`src/hw/rtl/tes_pkg.sv`:
```
package tes_pkg;

  localparam int unsigned TES_QUEUE_DEPTH  = 64;
  localparam int unsigned TES_TIME_BITS    = 48;
  localparam int unsigned TES_MAX_RESULTS  = 64;
  localparam int unsigned TES_RUN_CNT_BITS = $clog2(TES_MAX_RESULTS + 1);

  typedef enum logic [1:0] {
    FUNC_SCHEDULE  = 2'd0,
    FUNC_TICK      = 2'd1,
    FUNC_CLEAR     = 2'd2,
    FUNC_RESET_ALL = 2'd3
  } func_t;

  typedef struct packed {
    func_t       func;
    logic [47:0] event_time;
    logic [1:0]  event_kind;
    logic [1:0]  port_number;
    logic [4:0]  channel_number;
    logic [6:0]  first_data;
    logic [6:0]  second_data;
  } in_item_t;

  typedef struct packed {
    logic [47:0] out_time;
    logic [1:0]  out_kind;
    logic [1:0]  out_port;
    logic [4:0]  out_channel;
    logic [6:0]  out_first;
    logic [6:0]  out_second;
    logic        last_of_run;
    logic        overflow;
  } out_item_t;

  // Event payload as held in the queue
  typedef struct packed {
    logic [1:0] kind;
    logic [1:0] port;
    logic [4:0] channel;
    logic [6:0] first;
    logic [6:0] second;
  } payload_t;

  typedef struct packed {
    logic capture;
    logic tick;
    logic clr_q;
    logic clr_t;
    logic ins_init;
    logic ins_shift;
    logic ins_place;
    logic fl_init;
    logic fl_read;
    logic fl_take;
    logic fl_last;
    logic push_ovf;
  } cmd_t;

  typedef struct packed {
    logic full;
    logic scan_zero;
    logic later;
    logic have_entry;
    logic due;
    logic pend_v;
    logic slot_free;
  } status_t;

endpackage

```
`src/hw/rtl/tes_ctrl.sv`:
```
module tes_ctrl (
  input  logic              clk,
  input  logic              rst_n,
  input  logic              in_valid,
  input  tes_pkg::func_t    in_func,
  output logic              in_ready,
  input  tes_pkg::status_t  st,
  output tes_pkg::cmd_t     cmd
);
  import tes_pkg::*;

  typedef enum logic [5:0] {
    S_IDLE     = 6'b000001,
    S_INS_SCAN = 6'b000010,
    S_OVF      = 6'b000100,
    S_FL_READ  = 6'b001000,
    S_FL_EVAL  = 6'b010000,
    S_FL_LAST  = 6'b100000
  } state_t;

  state_t state_r, state_nxt;

  assign in_ready = (state_r == S_IDLE);

  always_comb begin
    cmd       = '0;
    state_nxt = state_r;
    case (state_r)
      S_IDLE: begin
        if (in_valid) begin
          cmd.capture = 1'b1;
          case (in_func)
            FUNC_SCHEDULE: begin
              if (st.full) begin
                state_nxt = S_OVF;
              end else begin
                cmd.ins_init = 1'b1;
                state_nxt    = S_INS_SCAN;
              end
            end
            FUNC_TICK: begin
              cmd.tick    = 1'b1;
              cmd.fl_init = 1'b1;
              state_nxt   = S_FL_READ;
            end
            FUNC_CLEAR: begin
              cmd.clr_q = 1'b1;
            end
            FUNC_RESET_ALL: begin
              cmd.clr_q = 1'b1;
              cmd.clr_t = 1'b1;
            end
            default: ;
          endcase
        end
      end
      S_INS_SCAN: begin
        // walk down from the tail while queued entries are strictly later
        if (!st.scan_zero && st.later) begin
          cmd.ins_shift = 1'b1;
        end else begin
          cmd.ins_place = 1'b1;
          state_nxt     = S_IDLE;
        end
      end
      S_OVF: begin
        if (st.slot_free) begin
          cmd.push_ovf = 1'b1;
          state_nxt    = S_IDLE;
        end
      end
      S_FL_READ: begin
        if (st.have_entry) begin
          cmd.fl_read = 1'b1;
          state_nxt   = S_FL_EVAL;
        end else begin
          state_nxt = S_FL_LAST;
        end
      end
      S_FL_EVAL: begin
        if (st.due) begin
          if (!st.pend_v || st.slot_free) begin
            cmd.fl_take = 1'b1;
            state_nxt   = S_FL_READ;
          end
        end else begin
          state_nxt = S_FL_LAST;
        end
      end
      S_FL_LAST: begin
        if (!st.pend_v) begin
          state_nxt = S_IDLE;
        end else if (st.slot_free) begin
          cmd.fl_last = 1'b1;
          state_nxt   = S_IDLE;
        end
      end
      default: begin
        state_nxt = S_IDLE;
      end
    endcase
  end

  always_ff @(posedge clk) begin
    if (!rst_n) begin
      state_r <= S_IDLE;
    end else begin
      state_r <= state_nxt;
    end
  end

endmodule

```
`config.mk`:
```
export PLATFORM = sky130hd
export DESIGN_NAME = tes_ctrl
export DESIGN_NICKNAME = d
export VERILOG_FILES = /design/src/hw/rtl/tes_pkg.sv /design/src/hw/rtl/tes_ctrl.sv
export SDC_FILE = /design/constraint.sdc
export NUM_CORES = 1
export LEC_CHECK = 0
export BUFFER_PORTS_ARGS = -buffer_cell sky130_fd_sc_hd__buf_2
export CELL_PAD_IN_SITES_DETAIL_PLACEMENT = 0
export CELL_PAD_IN_SITES_GLOBAL_PLACEMENT = 1
export CORE_ASPECT_RATIO = 0.7
export CORE_MARGIN = 2
export CORE_UTILIZATION = 25
export DETAILED_ROUTE_END_ITERATION = 16
export GPL_ROUTABILITY_DRIVEN = 0
export GPL_TIMING_DRIVEN = 0
export PLACE_DENSITY_LB_ADDON = 0.1
export SYNTH_ARGS = -nofsm -noshare
export SYNTH_HDL_FRONTEND = slang
export SYNTH_SLANG_ARGS = --single-unit
```
`constraint.sdc`:
```
create_clock -name clk -period 1.89 [get_ports clk]
set_clock_uncertainty 0.05 [all_clocks]
set_input_delay 0.189 -clock clk [delete_from_list [all_inputs] [get_ports clk]]
set_output_delay 0.189 -clock clk [all_outputs]
set_load 0.1 [all_outputs]
```
==> qor.tcl, run 1 <==
set qor(nNetsFinal) 120
set qor(clock.fmax_ghz) 0.5349
set qor(crit_family) {simple AND/OR/NAND/NOR gates}
set qor(hold_viol) 0
set qor(ys.warnings.count) 0
set qor(clock_pin_slew_on_the_worst_setup_and_hold_paths_ps) 50
set qor(mappedNetlistNets) 87
set qor(timing.rr.start) {state_r[3]}
set qor(fillers) 231
set qor(drt_first_pass_iters) 4
set qor(finalSetupViolCount) 0
set qor(crit_buf_inv) 3
set qor(critical_path.slowest_cell) {dfxtp_1}
set qor(holdCritPathClass) {in -> reg}
set qor(die-width_um) 60.98
set qor(postSynthAreaPerCell_um2) 7.574
set qor(reg2reg_setup_slack_ps) 190
set qor(critPathArrivalTime_ps) 1630
set qor(global_route_wire_length_before_repair_um) 2953
set qor(die_area_um2) 2676
set qor(postCtsHoldBufs) 0
set qor(first_global_vias) 632
set qor(relSlewSlack_pct) 67.95
set qor(timing.hold.ws_ps) 129.2
set qor(die_y_um) 43.88
set qor(syn-instance-count) 75
set qor(clockRootBuffer) {clkbuf_4}
set qor(detail_route.iter0.violations) 11
set qor(r2r_end) {state_r[1]}
set qor(status) {complete, no violations}
set qor(grt_max_degree) 11
set qor(power.density_nw_per_um2) 1310
set qor(layout_min_cycle_time_ps) 1870
set qor(worst_pin_slew_ps) 484.1
set qor(min_from) {rst_n}
set qor(vias) 666
set qor(rows) 14
set qor(finalNonFillerCells) 138
set qor(end_kind) {output pin}
set qor(setup.worst_path.class) {reg -> out}
set qor(cts-root-to-sink-buffers) 2
set qor(ctsHtreeMaxLevel) 1
set qor(synth_seq_area_share_pct) 21.15
set qor(largest-register) {state_r}
set qor(drive_gt1_share_pct) 51.89
set qor(drcViolationCount) 0
set qor(n_antenna_cell) 0
set qor(drv_cap) 0
set qor(synth_area_um2) 568.0
set qor(area_delta_synth_final_pct) 70.04
set qor(peakVddDrop_uv) 854.1
set qor(grt-ovfl-total) 0
set qor(routedWlPerCell_um) 13.17
set qor(port_bufs) 24
set qor(crit_top_cell) {buf_12}
set qor(post-place-cells) 131
set qor(floorplan.io_pins) 25
set qor(wirelength_um) 1818
set qor(start_util_pct) 26.36
set qor(avgViaCountPerCell) 4.826
set qor(largest_register_ffs) 6
set qor(synthesized_flop_and_latch_total) 6
set qor(timing.final.max_slew_violations) 0
set qor(pre_cts_slack_ps) -139.4
set qor(detailedPlacementHpwl_um) 1324
set qor(cts_buffers) 3
set qor(largest_registers) {state_r x6}
set qor(antenna_violations_before_repair) 0
set qor(drt.antenna.violating_nets) 0
set qor(rsz0062_at_grt) {yes}
set qor(setup_ws_ps) 20.37
set qor(cts_tree) {yes}
set qor(clock_sinks) 6
set qor(globalRouteTotalUtil_pct) 15.68
set qor(post_synth_num_cell_types) 36
set qor(hold_path_depth) 2
set qor(fin_crit_sh_pct) 98.92
set qor(power.static_leakage_nw) 0.4068
set qor(final_util_pct) 44.83
set qor(cell_chain_critical_path) {buf_6 > nor4_4 > and2_4 > nand2_8 > nor2_4 > buf_12 > buf_12}
set qor(cp_data_required_time_ps) 1650
set qor(start_kind) {flop}
set qor(max_stage_delay_ps) 300
set qor(clk_latency_ps) 260
set qor(holdPathEnd) {state_r[0]}
set qor(design.core.area_um2) 2155
set qor(reg2regPathDepth) 6
set qor(critical_path.max_fanout) 3
[through the flow]
| step | setup TNS, ps | instance area (µm²) | total power, mW |
|---|---|---|---|
| 2_1_floorplan | -1709 | 675.6 | 0.9647 |
| 3_3_place_gp | -611.8 | 835.8 | 1.089 |
| 3_5_place_dp | -564.9 | 835.8 | 1.087 |
| 4_1_cts | -30.94 | 945.9 | 1.248 |
| 5_1_grt | -172.7 | 965.9 | 1.332 |
| 6_report | 0 | 965.9 | 1.266 |
[placed cells by master, fill, tap and decap left out, types with 2 or more instances in the layout]
cell type and count:
buf_12 5, nand2b_1 3, buf_4 11, nor3_1 3, nor2_2 2, dfxtp_1 5
buf_2 12, nand3_1 5, xor2_1 2, buf_6 4, nor4_4 3, and2_4 2
nor2_4 2, inv_1 2, nor2_1 6, nor2b_1 4, a31oi_1 2, clkbuf_4 4
nand2_1 6
[cell type report]
class | instances | area (µm²) | share of cell area [%]
multi-input cells | 61 | 473.0 | 48.96
repair buffers | 30 | 252.7 | 26.17
flip-flops and latches | 6 | 121.4 | 12.56
plain buffers | 3 | 42.54 | 4.404
well taps | 32 | 40.04 | 4.145
clock buffers | 3 | 22.52 | 2.332
inverters | 3 | 13.76 | 1.425
[layer usage]
| metal | GRT usage (%) | up-vias | routed length (µm) |
|---|---|---|---|
| li1 | - | 333 | - |
| met1 | 21.43 | 315 | 897 |
| met2 | 22.15 | 13 | 801 |
| met3 | 5.672 | 5 | 82 |
| met4 | 6.522 | 0 | 36 |
| met5 | 0 | - | 0 |
[kinds of logic (layout without fill, tap and decap cells)]
family | after synthesis | after routing | synth area share [%]
xor+xnor | 2 | 2 | 3.084
flops | 6 | 6 | 21.15
simple gates | 48 | 48 | 49.12
buf+inv | 8 | 39 | 10.57
compound gates | 11 | 11 | 16.08
[what timing repair did]
| action | in CTS | in global routing |
|---|---|---|
| cloned | 0 | 0 |
| gates resized for setup | 22 | 7 |
| pin swaps | 4 | 1 |
| buffers inserted | 5 | 1 |
| endpoints found under the setup margin | 12 | 12 |
[synthesized netlist by cell type]
master | number | area share, %
a211o_1 | 1 | 1.5
a211oi_2 | 1 | 2.2
a22oi_1 | 1 | 1.3
a2bb2oi_1 | 1 | 1.5
a31oi_1 | 2 | 2.2
and2_1 | 2 | 2.2
and3_1 | 1 | 1.1
and4_1 | 1 | 1.5
and4_2 | 1 | 1.8
and4b_1 | 1 | 1.8
buf_4 | 2 | 2.6
buf_6 | 3 | 5.9
dfxtp_1 | 6 | 21
inv_1 | 2 | 1.3
inv_2 | 1 | 0.66
nand2_1 | 6 | 4.0
nand2_2 | 1 | 1.1
nand2b_1 | 3 | 3.3
nand3_1 | 5 | 4.4
nand3b_2 | 1 | 2.0
nand4_1 | 1 | 1.1
nand4b_1 | 1 | 1.5
nor2_1 | 10 | 6.6
nor2b_1 | 5 | 5.5
nor3_1 | 3 | 2.6
nor3_2 | 1 | 1.8
nor3b_1 | 1 | 1.3
nor4_1 | 2 | 2.2
nor4_2 | 1 | 2.2
o211ai_1 | 1 | 1.3
o21a_1 | 1 | 1.3
o21ai_0 | 1 | 0.88
o21ai_1 | 1 | 0.88
o41ai_2 | 1 | 2.9
or3_1 | 1 | 1.1
xor2_1 | 2 | 3.1
[power by group]
part	leakage [nW]	internal [mW]	total (mW)	switching [mW]
Sequential	0.0492	0.151	0.182	0.0315
Combinational	0.344	0.322	0.955	0.632
Clock	0.0138	0.0725	0.129	0.0564
[worst max-delay path by stage]
stage                           from       to  cells past startpoint
final                     state_r[3]  cmd[10]                      7
after global routing      state_r[3]  cmd[10]                      7
after CTS                 state_r[2]   cmd[8]                      7
after detailed placement  state_r[1]   cmd[7]                      6
after global placement    state_r[1]   cmd[7]                      6
after floorplan           state_r[3]   cmd[7]                      6
Power figures use the tool's default switching activity.
==> run 2, diff against run 1 <==
CORE_ASPECT_RATIO = not set   (was 0.7)
CORE_UTILIZATION = 31   (was 25)
==> run 2 against run 1 <==
- the flow now finishes with violations (negative setup slack)
- fmax is 2.5% lower
- non-clock buffer count is the same
- worst setup slack got worse by 48 ps
- cell area stayed put
- critical endpoint is now cmd[8]
- largest power group unchanged
- highest routed layer unchanged
==> qor.tcl, run 2 (synthesis gave the netlist of run 1 again) <==
set qor(status) {finished with violations}
set qor(vias) 654
set qor(die-width_um) 46.81
set qor(hold_viol) 0
set qor(clock.fmax_ghz) 0.5214
set qor(global_route_wire_length_before_repair_um) 2608
set qor(start_kind) {flop}
set qor(area_delta_synth_final_pct) 70.04
set qor(drcViolationCount) 0
set qor(pre_cts_slack_ps) -139.4
set qor(worst_pin_slew_ps) 482.0
set qor(final.setup.tns_ps) -45.52
set qor(layout_commonest_cell) {buf_2}
set qor(clock_pin_slew_on_the_worst_setup_and_hold_paths_ps) 50
set qor(crit_family) {simple AND/OR/NAND/NOR gates}
set qor(finalSetupViolCount) 3
set qor(port_bufs) 24
set qor(power.density_nw_per_um2) 1284
set qor(drive_gt1_share_pct) 50.94
set qor(nNetsFinal) 120
set qor(clockRootBuffer) {clkbuf_4}
set qor(drt.antenna.violating_nets) 0
set qor(timing.hold.ws_ps) 126.3
set qor(fin_crit_sh_pct) 101.5
set qor(grt_max_degree) 11
set qor(critical_path_depth) 7
set qor(p_int_mw) 0.5378
set qor(largest-register) {state_r}
set qor(crit_buf_inv) 3
set qor(critical_path.slowest_cell) {dfxtp_1}
set qor(design.core.area_um2) 1727
set qor(start_util_pct) 32.90
set qor(max_stage_delay_ps) 300
set qor(end_kind) {output pin}
set qor(min_from) {rst_n}
set qor(fillers) 176
set qor(cp_data_required_time_ps) 1650
set qor(peakVddDrop_uv) 1214
set qor(holdCritPathClass) {in -> reg}
set qor(most_frequent_cells_in_the_layout) {12 x buf_2, 8 x buf_4}
set qor(share_clk_of_total_power_pct) 9.4
set qor(combPwrFrac_pct) 76.2
set qor(drt_first_pass_iters) 4
set qor(violations) {negative setup slack}
set qor(relSlewSlack_pct) 68.08
set qor(rows) 15
set qor(swShare_pct) 56.65
set qor(reg2regPathDepth) 6
set qor(rsz0062_at_grt) {yes}
set qor(reg2reg_setup_slack_ps) 200
set qor(first_global_vias) 573
set qor(timing.rr.start) {state_r[2]}
set qor(detailedPlacementHpwl_um) 1227
set qor(setup_ws_ps) -28.03
set qor(layout_min_cycle_time_ps) 1918
set qor(die_y_um) 46.81
set qor(cell_chain_critical_path) {buf_6 > nor4_4 > and2_4 > nand2_8 > inv_4 > and3_4 > buf_12}
set qor(switching_power_mw) 0.7029
set qor(power.static_leakage_nw) 0.4051
set qor(wirelength_um) 1619
set qor(postCtsHoldBufs) 0
set qor(n_antenna_cell) 0
set qor(clk_latency_ps) 240
set qor(die_area_um2) 2191
set qor(critPathArrivalTime_ps) 1680
set qor(proportion_of_power_drawn_by_flip_flops_and_latches_pct) 14.4
set qor(globalRouteTotalUtil_pct) 17.01
set qor(drv_cap) 0
set qor(detail_route.iter0.violations) 7
set qor(cts_tree) {yes}
set qor(critical_path.max_fanout) 3
set qor(r2r_end) {state_r[1]}
set qor(antenna_violations_before_repair) 0
set qor(crit_start) {state_r[3]}
set qor(routedWlPerCell_um) 12.36
set qor(clock_sinks) 6
set qor(setup.worst_path.class) {reg -> out}
set qor(post-place-cells) 124
set qor(crit_path_end) {cmd[8]}
set qor(grt-ovfl-total) 0
set qor(cts-root-to-sink-buffers) 2
set qor(cts_buffers) 3
set qor(largest_register_ffs) 6
set qor(floorplan.io_pins) 25
set qor(timing.final.max_slew_violations) 0
set qor(largest_registers) {state_r x6}
set qor(finalNonFillerCells) 131
set qor(avgViaCountPerCell) 4.992
set qor(ctsHtreeMaxLevel) 1
==> run 2: power groups by stage <==
stage	combinational, mW	clock, mW	sequential (mW)
after CTS	0.938	0.124	0.177
after global placement	0.899	0	0.180
final	0.945	0.117	0.179
after detailed placement	0.901	0	0.179
after floorplan	0.793	0	0.172
after global routing	0.993	0.129	0.182
==> run 2: area by class of cell <==
type                            instances  area [µm²]  share of cell area [%]
Sequential cell                         6       120.1                   12.44
Tap cell                               25       31.28                   3.238
Timing Repair Buffer                   29       249.0                   25.78
Clock buffer                            3       22.52                   2.332
Multi-Input combinational cell         61       475.5                   49.22
Inverter                                3       13.76                   1.425
Buffer                                  4       53.80                   5.570
==> run 2: worst reg2reg max path, cell delays in order (launching register included) <==
cell and delay [ps]:
dfxtp_1 300, buf_6 110, buf_4 170, o21ai_0 160, o211ai_1 120, a211o_1 380, o41ai_2 300
==> run 2: per-stage QoR <==
step	utilization, %	area [µm²]	power, mW
2_1_floorplan	-	675.6	0.9647
3_3_place_gp	47.90	827.0	1.079
3_5_place_dp	47.90	827.0	1.081
4_1_cts	54.20	935.9	1.239
5_1_grt	55.94	965.9	1.304
6_report	55.94	965.9	1.241
==> run 2: metal layers <==
| metal | share of wire (%) | track usage (%) |
|---|---|---|
| met3 | 1.9 | 2.308 |
| met5 | 0 | 0 |
| met4 | 1.1 | 8.333 |
| met2 | 50 | 25.75 |
| met1 | 47 | 23.67 |
==> run 2: what timing repair did <==
item                       4_1_cts  5_1_grt
setup endpoints to repair       10       11
gates resized for setup         23        6
buffers inserted                 4        1
gates cloned                     0        0
pin swaps                        4        2
==> run 2: worst min-delay path by stage <==
stage	cells past startpoint	slack [ps]	endpoint
detailed placement	2	380	state_r[0]
global placement	2	370	state_r[0]
floorplan	1	230	state_r[0]
global route	2	140	state_r[0]
finish	2	130	state_r[0]
CTS	2	120	state_r[0]
